File: src/rtl/bss_pkg.sv
// Shared types, constants and helpers of the bounded set store.
package bss_pkg;

  localparam int SET_DEPTH   = 32;
  localparam int CNT_W       = $clog2(SET_DEPTH + 1);
  localparam int IDX_W       = (SET_DEPTH > 1) ? $clog2(SET_DEPTH) : 1;
  localparam int ELEM_W      = 32;
  localparam int COUNT_W     = 6;
  localparam int CMD_W       = 3;
  localparam int STATUS_W    = 2;
  localparam int IN_TDATA_W  = 40;
  localparam int OUT_TDATA_W = 48;

  localparam logic [CMD_W-1:0] CMD_INSERT = 3'd0;
  localparam logic [CMD_W-1:0] CMD_QUERY  = 3'd1;
  localparam logic [CMD_W-1:0] CMD_CLEAR  = 3'd2;
  localparam logic [CMD_W-1:0] CMD_UNION  = 3'd3;
  localparam logic [CMD_W-1:0] CMD_INTER  = 3'd4;
  localparam logic [CMD_W-1:0] CMD_DIFF   = 3'd5;

  localparam logic [STATUS_W-1:0] STAT_DONE = 2'd0;
  localparam logic [STATUS_W-1:0] STAT_DUP  = 2'd1;
  localparam logic [STATUS_W-1:0] STAT_FULL = 2'd2;
  localparam logic [STATUS_W-1:0] STAT_ELEM = 2'd3;

  typedef enum logic [2:0] {
    OP_INSERT,
    OP_QUERY,
    OP_CLEAR,
    OP_UNION,
    OP_INTER,
    OP_DIFF,
    OP_NOP
  } op_e;

  typedef enum logic [1:0] {
    ST_IDLE,
    ST_SCAN,
    ST_SIZE,
    ST_EMIT
  } state_e;

  typedef struct packed {
    op_e                      op;
    logic                     sel;
    logic signed [ELEM_W-1:0] element;
  } cmd_t;

  typedef struct packed {
    logic [STATUS_W-1:0]      status;
    logic                     found;
    logic                     has_element;
    logic signed [ELEM_W-1:0] result_element;
    logic                     last;
    logic [COUNT_W-1:0]       count;
  } res_t;

  // Set sizes are reported modulo 64.
  function automatic logic [COUNT_W-1:0] to_count(input logic [CNT_W-1:0] c);
    logic [CNT_W+COUNT_W-1:0] w;
    w = (CNT_W + COUNT_W)'(c);
    return w[COUNT_W-1:0];
  endfunction

endpackage

File: src/rtl/bss_front.sv
// Command intake: decodes input transfers and buffers them in a two-entry queue.
module bss_front (
  input  logic                           clk_i,
  input  logic                           rst_ni,
  input  logic                           s_valid_i,
  output logic                           s_ready_o,
  input  logic [bss_pkg::IN_TDATA_W-1:0] s_data_i,
  output logic                           q_valid_o,
  output bss_pkg::cmd_t                  q_cmd_o,
  input  logic                           q_pop_i
);
  import bss_pkg::*;

  cmd_t        slot_q [2];
  logic        wr_ptr_q, wr_ptr_d;
  logic        rd_ptr_q, rd_ptr_d;
  logic [1:0]  fill_q, fill_d;
  logic        push;
  cmd_t        dec;

  always_comb begin
    case (s_data_i[CMD_W-1:0])
      CMD_INSERT: dec.op = OP_INSERT;
      CMD_QUERY:  dec.op = OP_QUERY;
      CMD_CLEAR:  dec.op = OP_CLEAR;
      CMD_UNION:  dec.op = OP_UNION;
      CMD_INTER:  dec.op = OP_INTER;
      CMD_DIFF:   dec.op = OP_DIFF;
      default:    dec.op = OP_NOP;
    endcase
    dec.sel     = s_data_i[CMD_W];
    dec.element = s_data_i[CMD_W+ELEM_W:CMD_W+1];
  end

  assign s_ready_o = (fill_q != 2'd2);
  assign push      = s_valid_i && s_ready_o;
  assign q_valid_o = (fill_q != 2'd0);
  assign q_cmd_o   = slot_q[rd_ptr_q];

  always_comb begin
    wr_ptr_d = push ? ~wr_ptr_q : wr_ptr_q;
    rd_ptr_d = q_pop_i ? ~rd_ptr_q : rd_ptr_q;
    fill_d   = fill_q;
    if (push && !q_pop_i) begin
      fill_d = fill_q + 2'd1;
    end else if (!push && q_pop_i) begin
      fill_d = fill_q - 2'd1;
    end
  end

  always_ff @(posedge clk_i) begin
    if (push) begin
      slot_q[wr_ptr_q] <= dec;
    end
  end

  always_ff @(posedge clk_i or negedge rst_ni) begin
    if (!rst_ni) begin
      wr_ptr_q <= 1'b0;
      rd_ptr_q <= 1'b0;
      fill_q   <= 2'd0;
    end else begin
      wr_ptr_q <= wr_ptr_d;
      rd_ptr_q <= rd_ptr_d;
      fill_q   <= fill_d;
    end
  end

endmodule

File: config.mk
export PLATFORM = sky130hd
export DESIGN_NAME = bss_front
export DESIGN_NICKNAME = d
export VERILOG_FILES = /design/src/rtl/bss_pkg.sv /design/src/rtl/bss_front.sv
export SDC_FILE = /design/constraint.sdc
export NUM_CORES = 1
export LEC_CHECK = 0
export ABC_AREA = 1
export ABC_CLOCK_PERIOD_IN_PS = 4800
export BUFFER_PORTS_ARGS = -buffer_cell sky130_fd_sc_hd__clkbuf_2
export CORE_UTILIZATION = 30
export DETAILED_ROUTE_END_ITERATION = 12
export PLACE_DENSITY_LB_ADDON = 0.12
export REMOVE_ABC_BUFFERS = 1
export SLEW_MARGIN = 20
export SYNTH_ARGS = -nofsm -noshare
export SYNTH_HDL_FRONTEND = slang
export SYNTH_SLANG_ARGS = --single-unit
export TNS_END_PERCENT = 20
File: constraint.sdc
create_clock -name clk_i -period 4.8 [get_ports clk_i]
set_clock_uncertainty 0.1 [all_clocks]
set_input_delay 0.48 -clock clk_i [delete_from_list [all_inputs] [get_ports clk_i]]
set_output_delay 0.48 -clock clk_i [all_outputs]
set_load 0.02 [all_outputs]
**Yosys cells after proc, flatten, opt, wreduce, memory -nomap -nowiden**

Memory sizes are Yosys's and may differ from the RTL's.
Cells that the tools add are included.

- Memories kept: 1
- RAM bits: 72
- Input port bits: 44
- Bits in registers: 4
- Output and inout port bits: 38

- Add/subtract/negate cells: 2
- Multiplexer cells: 5
- Bitwise gates (word level): 2
- Reductions and logical operators: 8
- Equal/unequal tests: 6

Memory list:

| memory | words | width | read ports | clocked after Yosys merged registers in | write ports | RTL line | RTL |
|---|---|---|---|---|---|---|---|
| slot_q | 2 | 36 | 1 | 0 | 1 | bss_front.sv:14 | `cmd_t slot_q [2];` |

Operators by type and width:

| kind | count |
|---|---|
| $pmux W3 S6 | 1 |
| $eq A3 B2 Y1 const B | 2 |
| $eq A3 B3 Y1 const B | 2 |
| $mux W2 | 2 |
| $reduce_bool A2 Y1 | 2 |
| $eq A3 B1 Y1 const B | 1 |
| $logic_and A1 B1 Y1 | 3 |
| $logic_not A3 Y1 | 1 |
| $add A2 B1 Y2 const B | 1 |
| $logic_not A1 Y1 | 2 |
| $mux W1 | 2 |
| $ne A2 B2 Y1 const B | 1 |
| $not A1 Y1 | 2 |
| $sub A2 B1 Y2 const B | 1 |

**Depth between registers and ports, before layout**

- Depth after elaboration: 6
- Mapped depth: 10
- Mapped depth without buffers: 10

**Least setup slack after synthesis**

OpenSTA, ideal clock, no wires.

- Path type: flip-flop to flip-flop
- Start: register fill_q[0]
- End: memory slot_q[0][0] in the netlist's numbering, enable pin
- Arrival time: 2286 ps
- Library setup time: 429 ps
- Cell stages (with the launch flop): 5
- Clock period less this slack: 2815 ps
- Slack: 1985 ps
- Cells stage by stage: dfrtp_1 inv_1 nand2_1 nand2_1 nor2_1

- Word-level cells in the longest chain between the ends: 4

RTL lines:

| element | RTL line | RTL |
|---|---|---|
| start, declared | bss_front.sv:17 | `logic [1:0] fill_q, fill_d;` |
| start signal, assigned | bss_front.sv:65 | `fill_q <= fill_d;` |
| $ne A2 B2 Y1 | bss_front.sv:35 | `assign s_ready_o = (fill_q != 2'd2);` |
| via s_ready_o | bss_front.sv:6 | `output logic s_ready_o,` |
| $logic_and A1 B1 Y1 | bss_front.sv:36 | `assign push = s_valid_i && s_ready_o;` |
| $mux W1 | bss_front.sv:52 | `if (push) begin` |
| $mux W1 (implied by the code) | bss_front.sv:53 | `slot_q[wr_ptr_q] <= dec;` |
| end, declared | bss_front.sv:14 |  |

The timed path passes the listed nets, and every way through them passes these cells.

==> impl_metrics.tcl <==
set metrics [dict create \
    crit_chain "buf_4 -> mux2_2 -> clkbuf_2" \
    fmax_ghz 0.3737 \
    power_frac_comb_pct 35.3 \
    totalNegativeSetupSlack_ns 0 \
    initial_utilization_pct 31.57 \
    p_per_area_nw_per_um2 615.7 \
    clkLatencyLatePin_ns 0.34 \
    setup_slack_ns 2.124 \
    outcome "finished, final reports clean" \
    cp_max_fo 22 \
    rsz0062_at_grt "no" \
    hpwl_mm 3.096 \
    finalMaxSlewViolations 0 \
    pwr-share-seq_pct 43.2 \
    power_switching_w 0.0007704 \
    critPathLaunchType "flip-flop" \
    antenna_cells 0 \
    worstPathArrival_ns 2.10 \
    cts_made_buffers 9 \
    post-place-ws_ns 2.437 \
    coreArea_um2 9415 \
    synth_common_cells "edfxtp_1, mux2_4, inv_1, mux2_2, nand2_1" \
    syn_area_um2 2973 \
    cpPeakStageDelay_ns 0.71 \
    synth_ff_type "edfxtp_1" \
    nets 272 \
    cts.sinks 76 \
    yosys.area.top_type_share_pct 72.73 \
    max_slew_margin_pct 65.40 \
    clock_power_share_pct 21.5 \
    root_buffer "clkbuf_8" \
    layout.cells.non_filler 361 \
    synth.area.top_cells "edfxtp_1, mux2_4, dfrtp_1" \
    path_clk_slew_ns 0.08 \
    p_int_w 0.001500 \
    firstDrtPassIters 4 \
    antenna_found_initial 0 \
    fp.dieW_um 101.5 \
    netlist_instances 141 \
    clockBufferDepth 2 \
    dp_cells 344 \
    total_power_w 0.002270 \
    period_needed_ns 2.676 \
    cts_tree "yes" \
    setup_viol 0 \
    synth_most_common_cell "edfxtp_1" \
    hp-class "input pin to flip-flop" \
    syn_area_per_cell_um2 21.08 \
    ys_ff_latch 76 \
    grt_max_degree 28 \
    drt-initial-drc-count 20 \
    area_growth_pct 24.03 \
    grt_pass1_wl_mm 7.203 \
    critPathKind "flip-flop to primary output" \
    async_flop_share_pct 5.263 \
    drc_errors 0 \
    htreeDepth 3 \
    yosysWarnings 0 \
    wl_per_cell_um 13.55 \
    core.rowCount 35 \
    min_period_over_period_pct 55.75 \
    design.die.area_um2 10310 \
    postCtsSetupRepairBufs 0 \
    viasPerCell 4.050 \
    detail-route-antenna-nets 0 \
    power.leakage_nw 1.503 \
    finalHoldViolations 0 \
    grt_pass1_vias 1489 \
    io_buffers 77 \
    yosysUniqueCellTypes 16 \
    worstMarginPinSlew_ns 0.5190 \
    yosysSeqAreaShare_pct 76.09 \
    via_count 1462 \
    grt_usage_pct 9.946 \
    gr-total-overflow 0 \
    cap_violations 0 \
    crit_path_end_kind "primary output" \
    drive_above_1_share_pct 58.19 \
    synth_edf_count 72 \
    totalWireLength_mm 4.892 \
    place.gp.congestion 0.5939 \
    io_pins 82 \
    die_y_um 101.5 \
    crit_slowest_cell "dfrtp_2" \
    sw_frac_of_total_pct 33.94 \
    yosysTopAreaCell "edfxtp_1" \
    critPathRequiredTime_ns 4.22 \
    vdd_ir_drop_max_mv 0.2348 \
]
[routing by layer]
layer  share of wire, %  track usage, %
met5                  0               0
met4                1.9           6.689
met3                8.6           4.210
met2                 46           15.49
met1                 44           11.12
[cell families after synthesis]
| group | after synthesis | share of synthesized area (%) |
|---|---|---|
| buf+inv | 13 | 3.536 |
| flops | 76 | 76.09 |
| mux | 36 | 17.30 |
| compound gates | 1 | 0.2526 |
| xor+xnor | 3 | 0.8840 |
| fa+ha+maj | 1 | 0.4208 |
| simple gates | 11 | 1.515 |
[layout by cell type (no fill, tap or decap)]
master          n
clkbuf_2       77
buf_4           3
clkbuf_8        9
dfrtp_1         3
inv_1           7
nand3_1         1
clkinv_4        1
xnor2_1         1
edfxtp_1       72
mux2_4         29
dlygate4sd3_1   1
nand4_1         1
xor2_1          2
clkinvlp_4      1
dfrtp_2         1
nor2_4          2
ha_1            1
inv_6           2
clkinv_2        2
a21boi_0        1
bufinv_16       1
nand2_1         7
mux2_2          7
[stage by stage]
stage	util (%)	cell area [um2]	hold slack [ns]
floorplan	-	2894	0.08441
global placement	36.96	3480	0.1972
detailed placement	36.96	3480	0.1944
CTS	39.16	3687	0.1966
global route	39.16	3687	0.1975
finish	39.16	3687	0.2169
[power groups by stage]
stage	combinational [W]	clock, W	sequential, W
final	0.000802	0.000487	0.000981
after global routing	0.000865	0.000532	0.000999
after CTS	0.000822	0.000507	0.000986
after detailed placement	0.000817	0	0.00100
after global placement	0.000823	0	0.000996
after floorplan	0.000552	0	0.00102
[timing repair]
action                                 4_1_cts  5_1_grt
endpoints found under the hold margin        4        0
gates resized for setup                      0        0
hold buffers                                 1        0
[worst max-delay path, delay by kind of cell (launching register included)]
family	cells	cell delay [ns]
flops	1	0.71
buf+inv	2	0.64
mux	1	0.39
[layout make-up]
| class | count | area (um2) |
|---|---|---|
| clock inverter | 7 | 73.82 |
| timing repair buffer | 81 | 417.9 |
| sequential | 76 | 2263 |
| inverter | 7 | 26.28 |
| multi-input combinational | 52 | 620.6 |
| clock buffer | 9 | 123.9 |
| fill | 886 | 5728 |
| tap | 129 | 161.4 |
[worst paths after layout]
path	start	endpoint	slack, ns	cells past startpoint
worst max register to register	fill_q[0]	slot_q[0][14]	2.80	5
max in group asynchronous	rst_ni	rd_ptr_q	4.09	2
worst min register to register	fill_q[1]	fill_q[1]	0.40	2
min in group asynchronous	rst_ni	fill_q[1]	0.37	2
worst min-delay path	s_data_i[9]	slot_q[1][5]	0.22	1
worst max-delay path	rd_ptr_q	q_cmd_o[1]	2.12	3
[flip-flops by register name, summed over array words and instances, names as in the netlist]
register  flops
slot_q       72
fill_q        2
wr_ptr_q      1
rd_ptr_q      1
No activity file was read; power rests on OpenSTA's default activity.
